==> src/hdl/bps_pkg.sv <==
// Shared types, register indexes and helpers for the byte pattern search block.
// No dependencies; every other file takes names from here by scope.
package bps_pkg;

   localparam int CSR_INDEX_W       = 3;
   localparam int CSR_DATA_W        = 64;
   localparam int PATTERN_REG_BYTES = 16;
   localparam int PATTERN_REG_W     = 8 * PATTERN_REG_BYTES;
   localparam int LENGTH_W          = 5;
   localparam int RANGE_W           = 24;
   localparam int START_W           = 24;

   localparam logic [CSR_INDEX_W-1:0] CSR_PATTERN_LOW  = 3'd0;
   localparam logic [CSR_INDEX_W-1:0] CSR_PATTERN_HIGH = 3'd1;
   localparam logic [CSR_INDEX_W-1:0] CSR_LENGTH       = 3'd2;
   localparam logic [CSR_INDEX_W-1:0] CSR_CASE_FOLD    = 3'd3;
   localparam logic [CSR_INDEX_W-1:0] CSR_RANGE_FIRST  = 3'd4;
   localparam logic [CSR_INDEX_W-1:0] CSR_RANGE_LAST   = 3'd5;

   localparam logic [7:0] ASCII_UPPER_A = 8'h41;
   localparam logic [7:0] ASCII_UPPER_Z = 8'h5A;
   localparam logic [7:0] ASCII_CASE_OFS = 8'h20;

   typedef struct packed {
      logic [PATTERN_REG_W-1:0] pattern;
      logic                     fold;
   } cmp_cfg_type;

   typedef struct packed {
      logic               match_found;
      logic [START_W-1:0] match_start;
      logic               search_done;
   } rsp_word_type;

   function automatic logic [7:0] fold_byte(input logic [7:0] b, input logic fold);
      logic [7:0] r;
      r = b;
      if (fold && (b >= ASCII_UPPER_A) && (b <= ASCII_UPPER_Z)) begin
         r = b + ASCII_CASE_OFS;
      end
      return r;
   endfunction

endpackage

==> src/hdl/bps_match.sv <==
// Parallel compare of the byte window against the configured pattern.
// Depends on bps_pkg for the compare config struct and the case fold helper.
module bps_match #(
   parameter int PATTERN_MAX = 16,
   parameter int LEN_W       = 5
) (
   input  logic [PATTERN_MAX-1:0][7:0] win,
   input  bps_pkg::cmp_cfg_type        cfg,
   input  logic [LEN_W-1:0]            len,
   output logic                        all_equal
);

   localparam int IDX_W = (PATTERN_MAX > 1) ? $clog2(PATTERN_MAX) : 1;

   logic [PATTERN_MAX-1:0] eq;

   genvar k;
   generate
      for (k = 0; k < PATTERN_MAX; k++) begin : g_byte
         logic [7:0]       pat;
         logic [LEN_W-1:0] lag;
         logic [7:0]       sel;
         logic             unused;

         if (k < bps_pkg::PATTERN_REG_BYTES) begin : g_reg
            assign pat = cfg.pattern[8*k +: 8];
         end else begin : g_zero
            assign pat = 8'h00;
         end

         // pattern byte k lines up with the window byte len-1-k back
         assign unused = (LEN_W'(k) >= len);
         assign lag    = len - LEN_W'(1) - LEN_W'(k);

         always_comb begin
            sel = 8'h00;
            if (!unused) begin
               sel = win[lag[IDX_W-1:0]];
            end
         end

         assign eq[k] = unused ||
            (bps_pkg::fold_byte(sel, cfg.fold) == bps_pkg::fold_byte(pat, cfg.fold));
      end
   endgenerate

   assign all_equal = &eq;

endmodule

==> src/hdl/byte_pattern_search_top.sv <==
// Top level of the byte pattern search: config registers, window, position, result buffer.
// Depends on bps_pkg and bps_match.
//
//   channel  | ports                               | direction | handshake
//   req      | req_data_byte, req_last_byte        | in        | req_valid / req_stall
//   rsp      | rsp_match_found, _start, _done      | out       | rsp_valid / rsp_stall
//   csr      | csr_index, csr_write_data           | in        | csr_write_enable
//
// One byte per cycle while req_stall is low: each accepted word is compared combinationally
// and its result is registered in the output register, or in the skid entry if that is stalled.
// The result side has an output register plus one skid entry; req_stall rises only
// when both hold words, and is a plain register output.
// Synchronous reset clears the window, position, found flag and both buffer valid flags.
// The word flagged last returns the window, position and found flag to their reset values.
module byte_pattern_search_top #(
   parameter int PATTERN_MAX = 16,
   parameter int ADDR_BITS   = 24
) (
   input  logic                               clock,
   input  logic                               reset,
   input  logic                               req_valid,
   output logic                               req_stall,
   input  logic [7:0]                         req_data_byte,
   input  logic                               req_last_byte,
   output logic                               rsp_valid,
   input  logic                               rsp_stall,
   output logic                               rsp_match_found,
   output logic [bps_pkg::START_W-1:0]        rsp_match_start,
   output logic                               rsp_search_done,
   input  logic                               csr_write_enable,
   input  logic [bps_pkg::CSR_INDEX_W-1:0]    csr_index,
   input  logic [bps_pkg::CSR_DATA_W-1:0]     csr_write_data
);

   localparam int LEN_W = ($clog2(PATTERN_MAX + 1) > bps_pkg::LENGTH_W) ?
                          $clog2(PATTERN_MAX + 1) : bps_pkg::LENGTH_W;
   localparam int CW    = ((ADDR_BITS > LEN_W) ? ADDR_BITS : LEN_W) + 1;
   localparam int RW    = (CW > bps_pkg::RANGE_W) ? CW : bps_pkg::RANGE_W;

   // configuration registers
   logic [bps_pkg::CSR_DATA_W-1:0] pattern_low_ff, pattern_high_ff;
   logic [bps_pkg::LENGTH_W-1:0]   pattern_length_ff;
   logic                           case_fold_ff;
   logic [bps_pkg::RANGE_W-1:0]    range_first_ff, range_last_ff;

   always_ff @(posedge clock) begin
      if (reset) begin
         pattern_low_ff    <= '0;
         pattern_high_ff   <= '0;
         pattern_length_ff <= bps_pkg::LENGTH_W'(1);
         case_fold_ff      <= 1'b0;
         range_first_ff    <= '0;
         range_last_ff     <= '1;
      end else if (csr_write_enable) begin
         unique case (csr_index)
            bps_pkg::CSR_PATTERN_LOW:  pattern_low_ff    <= csr_write_data;
            bps_pkg::CSR_PATTERN_HIGH: pattern_high_ff   <= csr_write_data;
            bps_pkg::CSR_LENGTH:       pattern_length_ff <= csr_write_data[bps_pkg::LENGTH_W-1:0];
            bps_pkg::CSR_CASE_FOLD:    case_fold_ff      <= csr_write_data[0];
            bps_pkg::CSR_RANGE_FIRST:  range_first_ff    <= csr_write_data[bps_pkg::RANGE_W-1:0];
            bps_pkg::CSR_RANGE_LAST:   range_last_ff     <= csr_write_data[bps_pkg::RANGE_W-1:0];
            default: ;
         endcase
      end
   end

   // search state
   logic [PATTERN_MAX-1:0][7:0] win_ff, win_in, win_shift;
   logic [ADDR_BITS-1:0]        pos_ff, pos_in;
   logic                        found_ff, found_in;

   logic accept;
   assign accept = req_valid && !req_stall;

   generate
      if (PATTERN_MAX > 1) begin : g_shift
         assign win_shift = {win_ff[PATTERN_MAX-2:0], req_data_byte};
      end else begin : g_single
         assign win_shift = req_data_byte;
      end
   endgenerate

   logic [LEN_W-1:0] len_eff;
   assign len_eff = (LEN_W'(pattern_length_ff) > LEN_W'(PATTERN_MAX)) ?
                    LEN_W'(PATTERN_MAX) : LEN_W'(pattern_length_ff);

   bps_pkg::cmp_cfg_type cmp_cfg;
   assign cmp_cfg.pattern = {pattern_high_ff, pattern_low_ff};
   assign cmp_cfg.fold    = case_fold_ff;

   logic all_equal;

   bps_match #(
      .PATTERN_MAX (PATTERN_MAX),
      .LEN_W       (LEN_W)
   ) u_match (
      .win       (win_shift),
      .cfg       (cmp_cfg),
      .len       (len_eff),
      .all_equal (all_equal)
   );

   logic [CW-1:0]        pos_p1, start_w;
   logic [RW-1:0]        start_r;
   logic                 enough, in_range, hit;

   assign pos_p1   = CW'(pos_ff) + CW'(1);
   assign enough   = (len_eff != '0) && (pos_p1 >= CW'(len_eff));
   assign start_w  = pos_p1 - CW'(len_eff);
   // keep the carry: a start one past the top address never lies in range
   assign start_r  = RW'(start_w);
   assign in_range = (start_r >= RW'(range_first_ff)) && (start_r <= RW'(range_last_ff));
   assign hit      = !found_ff && enough && in_range && all_equal;

   bps_pkg::rsp_word_type new_word;
   assign new_word.match_found = hit;
   assign new_word.match_start = hit ? start_r[bps_pkg::START_W-1:0] : '0;
   assign new_word.search_done = req_last_byte || found_ff || hit;

   always_comb begin
      win_in   = win_ff;
      pos_in   = pos_ff;
      found_in = found_ff;
      if (accept) begin
         if (req_last_byte) begin
            win_in   = '0;
            pos_in   = '0;
            found_in = 1'b0;
         end else begin
            win_in   = win_shift;
            pos_in   = pos_ff + ADDR_BITS'(1);
            found_in = found_ff || hit;
         end
      end
   end

   always_ff @(posedge clock) begin
      if (reset) begin
         win_ff   <= '0;
         pos_ff   <= '0;
         found_ff <= 1'b0;
      end else begin
         win_ff   <= win_in;
         pos_ff   <= pos_in;
         found_ff <= found_in;
      end
   end

   // result buffer: output register plus one skid entry
   logic                  out_valid_ff, out_valid_in;
   logic                  skid_valid_ff, skid_valid_in;
   bps_pkg::rsp_word_type out_ff, out_in, skid_ff, skid_in;
   logic                  take;

   assign take = out_valid_ff && !rsp_stall;

   always_comb begin
      out_valid_in  = out_valid_ff;
      out_in        = out_ff;
      skid_valid_in = skid_valid_ff;
      skid_in       = skid_ff;
      if (!out_valid_ff || take) begin
         if (skid_valid_ff) begin
            // drain the skid word first; no word is accepted while it is full
            out_valid_in  = 1'b1;
            out_in        = skid_ff;
            skid_valid_in = 1'b0;
         end else begin
            out_valid_in = accept;
            out_in       = new_word;
         end
      end else if (accept) begin
         skid_valid_in = 1'b1;
         skid_in       = new_word;
      end
   end

   always_ff @(posedge clock) begin
      if (reset) begin
         out_valid_ff  <= 1'b0;
         skid_valid_ff <= 1'b0;
      end else begin
         out_valid_ff  <= out_valid_in;
         skid_valid_ff <= skid_valid_in;
      end
   end

   always_ff @(posedge clock) begin
      out_ff  <= out_in;
      skid_ff <= skid_in;
   end

   assign req_stall       = skid_valid_ff;
   assign rsp_valid       = out_valid_ff;
   assign rsp_match_found = out_ff.match_found;
   assign rsp_match_start = out_ff.match_start;
   assign rsp_search_done = out_ff.search_done;

endmodule

==> config.mk <==
export PLATFORM = sky130hd
export DESIGN_NAME = byte_pattern_search_top
export DESIGN_NICKNAME = d
export VERILOG_FILES = /design/src/hdl/bps_pkg.sv /design/src/hdl/bps_match.sv /design/src/hdl/byte_pattern_search_top.sv
export SDC_FILE = /design/constraint.sdc
export NUM_CORES = 1
export LEC_CHECK = 0
export ABC_AREA = 1
export BUFFER_PORTS_ARGS = -buffer_cell sky130_fd_sc_hd__buf_2
export CAP_MARGIN = 25
export CORE_MARGIN = 2
export CORE_UTILIZATION = 50
export CTS_BUF_LIST = sky130_fd_sc_hd__clkbuf_8 sky130_fd_sc_hd__clkbuf_16
export CTS_CLUSTER_SIZE = 12
export DETAILED_ROUTE_END_ITERATION = 10
export PLACE_DENSITY = 0.69
export SYNTH_ARGS = -nofsm -noshare
export SYNTH_HDL_FRONTEND = slang
export SYNTH_SLANG_ARGS = --single-unit
==> constraint.sdc <==
create_clock -name clock -period 10.4 [get_ports clock]
set_input_delay 1.56 -clock clock [delete_from_list [all_inputs] [get_ports clock]]
set_output_delay 1.56 -clock clock [all_outputs]
set_load 0.01 [all_outputs]
# Word-level counts from Yosys, hierarchy flattened
# Cells that the tools add are included.
dict set report classes {
  order_cmp 100
  mux 87
  n_reduce_logical 106
  eq_ne 21
  addsub 51
  bitwise_logic 1
}
# op count
set ops {}
lappend ops {{$bmux 8 s4} 16}
lappend ops {{$mux 8} 64}
lappend ops {{$add 8x6->8 const B} 32}
lappend ops {{$ge 8x7->1 const B} 32}
lappend ops {{$le 8x7->1 const B} 32}
lappend ops {{$eq 8x8->1} 16}
lappend ops {{$mux 120} 1}
lappend ops {{$lt 4x5->1 const B} 16}
lappend ops {{$logic_and 1x1->1} 71}
lappend ops {{$mux 24} 2}
lappend ops {{$ge 4x5->1 const A} 8}
lappend ops {{$sub 4x4->4 const B} 8}
lappend ops {{$mux 26} 1}
lappend ops {{$add 24x1->25 const B} 1}
lappend ops {{$ge 25x24->1} 1}
lappend ops {{$ge 25x5->1} 1}
lappend ops {{$le 25x24->1} 1}
lappend ops {{$sub 25x5->25} 1}
lappend ops {{$add 24x1->24 const B} 1}
lappend ops {{$ge 3x5->1 const A} 4}
lappend ops {{$logic_or 1x1->1} 20}
lappend ops {{$reduce_and 16->1} 1}
lappend ops {{$sub 4x3->4 const B} 4}
lappend ops {{$reduce_and 2->1} 7}
lappend ops {{other kinds (15)} 25}
dict set report word_totals {
  wordCells 397
  reg_bits 381
  output_inout_bits 28
}

# Logic depth before layout (Yosys ltp)
dict set report logic_depth {
  word_depth 17
  depth_mapped 41
  ltp_nobuf 36
}

# Modules after synthesis
# A second synthesis with hierarchy kept.
dict set report hier_totals {
  cells_unflattened 5023
  hier_area_um2 29686.0
}
# mod area_per_inst_um2 seq_area_each_um2 cells_each instances
set modules_own_cells {}
lappend modules_own_cells {byte_pattern_search_top 16324.4 8147.8 2110 1}
lappend modules_own_cells {bps_match 13361.6 0.0 2913 1}

# Worst setup path before layout
# No wires, ideal clock.
dict set report synth_path {
  path_kind {reg-to-reg}
  from {register pattern_length_ff[0] in the netlist's numbering}
  to {register skid_ff[24] in the netlist's numbering, data pin}
  t_arrival_ps 4908
  period_less_slack_ps 5042
  required_time_ps 10266
  stages_incl_launch_ff 35
  path_buffers 3
  path_slack_ps 5358
  setup_time_ps 134
  path_cell_list {dfxtp_1 > nor2_1 > nand2_1 > nand2_2 > nand2_2 > buf_4 > buf_2 > ha_1 > a21oi_1 > o21ai_0 > nand2_1 > nand2_1 > a21oi_1 > nand2_1 > nor2_1 > nand3_1 > nor2_1 > nand2_1 > nor3_1 > xor2_1 > inv_1 > ha_1 > nand2_1 > nor2_1 > nand3_1 > nor4_1 > nor2_1 > nor3_1 > nand3_1 > nor3_1 > nand2_1 > nor2_2 > nand3_4 > buf_6 > nor2_4}
}
# element line_no
set synth_lines {}
lappend synth_lines {{start, declared} byte_pattern_search_top.sv:42} ;# logic [bps_pkg::LENGTH_W-1:0] pattern_length_ff;
lappend synth_lines {{start signal, assigned} byte_pattern_search_top.sv:50} ;# pattern_length_ff <= bps_pkg::LENGTH_W'(1);
lappend synth_lines {{start signal, assigned} byte_pattern_search_top.sv:58} ;# bps_pkg::CSR_LENGTH: pattern_length_ff <= csr_write_data[bps_pkg::LENGTH_W-1:0];
lappend synth_lines {{end signal, assigned} byte_pattern_search_top.sv:190} ;# skid_ff <= skid_in;
lappend synth_lines {{end, declared} byte_pattern_search_top.sv:152} ;# bps_pkg::rsp_word_type out_ff, out_in, skid_ff, skid_in;

==> impl_metrics.json <==
{
  "via_per_inst": 5.72,
  "r2r-start": "pattern_length_ff[1]",
  "synthesis.area_um2": 28800,
  "holdPathStages": 2,
  "crit_top_cell": "nand2_1",
  "reg2reg_to": "skid_ff[8]",
  "dr.pass1.iters": 6,
  "dominantRegCellSynth": "dfxtp_1",
  "initial_core_util_pct": 50.8,
  "reg2reg_slack_ps": 2990,
  "drt_iter0_markers": 3685,
  "cts_hold_buf": 0,
  "syn2layout_area_growth_pct": 7.89,
  "cts_buffers": 45,
  "cts_resized": 0,
  "yosys_register_bits": 381,
  "io_buffer_count": 108,
  "critPathMaxStageDelay_ps": 920,
  "layout_common_cells": "nand2_1, nand3_1, inv_1",
  "ios": 109,
  "fmax_mhz": 135,
  "cap_violations": 0,
  "finalSetupTns_ps": 0,
  "min_to": "range_first_ff[4]",
  "layout_commonest_cell": "nand2_1",
  "cp_top_family": "simple AND/OR/NAND/NOR gates",
  "drive_above_1_share_pct": 7.34,
  "antenna_found_initial": 0,
  "cts_tree": "yes",
  "worst_slew_pin_slew_ps": 984,
  "setup_viol": 0,
  "period_minus_slack_ps": 7410,
  "p_per_area_nw_per_um2": 142,
  "design_area_um2": 31000,
  "place_area_um2": 29400,
  "insertion_delay_ps": 610,
  "vias": 31300,
  "cts-root-buf": "clkbuf_16",
  "cts_setup_buffers": 0,
  "leakage_nw": 14.5,
  "fin_skew_ps": 19.9,
  "grt_pass1_wl_um": 158000,
  "syn_nets": 4898,
  "worstPathArrival_ps": 7840,
  "nNetsFinal": 4861,
  "wl_per_cell_um": 18.9,
  "clk_path_buf_depth": 3,
  "ant_nets": 0,
  "dp_cells": 5386,
  "num-fill-cells": 5868,
  "cts_sinks": 381,
  "start_kind": "flip-flop",
  "yosys_warnings": 0,
  "drc": 0,
  "finalWirelength_um": 104000,
  "ys_seq_area_share_pct": 28.3,
  "timing.final.hold_violations": 0,
  "syn-instance-count": 4715,
  "yosys.cell_types.count": 56,
  "rows": 87,
  "die_x_um": 244,
  "track_usage_pct": 33.8,
  "p_total_w": 0.00440,
  "dieArea_um2": 59400,
  "path_clk_slew_ps": 60,
  "gp_congestion": 1.07,
  "finalCritPeriodShare_pct": 71.3,
  "worst-path-buf-inv": 2,
  "worstPathRequired_ps": 10830,
  "hp-start": "range_first_ff[4]",
  "drv_slew": 0,
  "outcome": "finished, final reports clean",
  "core_um2": 56600,
  "grt-ovfl-total": 0,
  "die_h_um": 244,
  "avgSynthCellArea_um2": 6.10,
  "first_global_vias": 27300,
  "setup.worst_path.end_class": "flip-flop",
  "instances_no_fill": 5472,
  "hp-class": "flip-flop to flip-flop",
  "grt_setup_unrepaired": "false",
  "dp_hpwl_um": 78100,
  "cp_max_fo": 81,
  "ys_async_sr_fraction_pct": 0,
  "ir_drop_mv": 0.118,
  "critical_path_class": "flip-flop to flip-flop",
  "relSlewSlack_pct": 34.3,
  "synth_edf_count": 52,
  "ff2ff_path_depth": 30,
  "slowest_stage": "dfxtp_1",
  "grt_max_degree": 105,
  "h-tree-depth": 2
}
## worst max path at each step
stage	cells past startpoint	startpoint	end	slack, ps
global placement	31	pattern_length_ff[1]	skid_ff[15]	3450
floorplan	34	pattern_length_ff[0]	skid_ff[24]	5360
detailed placement	30	pattern_length_ff[1]	skid_ff[8]	3300
global route	30	pattern_length_ff[1]	skid_ff[8]	2430
finish	30	pattern_length_ff[1]	skid_ff[8]	2990
CTS	30	pattern_length_ff[1]	skid_ff[8]	3240
## power breakdown
part	leakage, nW	switching, W	internal [W]
clock	0.812	0.000699	0.00101
combinational	10.4	0.000820	0.000318
sequential	3.24	0.0000284	0.00153
total	14.5	0.00155	0.00286
## area by class of cell
type / instances / area [um2] / share of cell area, %
antenna: 1 / 2.50 / 0.00807
clock buffer: 57 / 1300 / 4.20
clock inverter: 27 / 285 / 0.920
inverter: 503 / 1900 / 6.12
multi-input combinational: 3600 / 17600 / 56.7
sequential: 381 / 8150 / 26.3
tap: 756 / 946 / 3.05
timing repair buffer: 147 / 836 / 2.69
## routing by layer
layer	track usage (%)	share of wire, %
met1	47.4	44
met2	49.7	41
met3	7.88	11
met4	13.5	4.3
met5	0	0
## state kept, by name, summed over array words and instances, names as in the netlist
name               cells
win_ff               120
pattern_high_ff       64
pattern_low_ff        64
skid_ff               26
pos_ff                24
range_first_ff        24
range_last_ff         24
rsp_match_start       24
pattern_length_ff      5
case_fold_ff           1
found_ff               1
req_stall              1
rsp_match_found        1
rsp_search_done        1
rsp_valid              1
## synth_stat cells (45+ instances only)
library cell	n	area share, %
nand2_1	1501	20
buf_2	45	0.78
xor2_1	84	2.6
nand4_1	122	2.7
a21oi_1	289	5.0
o21ai_0	222	3.9
inv_1	468	6.1
ha_1	101	4.4
o21ai_1	80	1.4
nand3_1	592	10
clkbuf_1	137	1.8
edfxtp_1	52	5.4
dfxtp_1	329	23
nor2_1	342	4.5
## cells by family after synthesis
kind of cell    Yosys count  synth area share (%)
buf+inv                 734                  10.5
mux                       1                0.0348
flops                   381                  28.3
compound gates          676                  12.5
simple gates           2720                  41.0
xor+xnor                101                  3.08
fa+ha+maj               102                  4.46
## worst min-delay path: cells and delay by family (launching register included)
kind | cells | cell delay, ps
flip-flops | 1 | 300
buffers and inverters | 1 | 60
AO/OA/AOI/OAI | 1 | 60
## per-stage QoR
| stage | worst slack [ps] | hold WS (ps) | util, % |
|---|---|---|---|
| after floorplan | 5360 | 435 | - |
| after CTS | 3240 | 467 | 54.8 |
| after global routing | 2430 | 480 | 54.8 |
| after detailed placement | 3300 | 458 | 52.0 |
| after global placement | 3450 | 450 | 52.0 |
| final | 2990 | 464 | 54.8 |
Power figures use the tool's default switching activity.
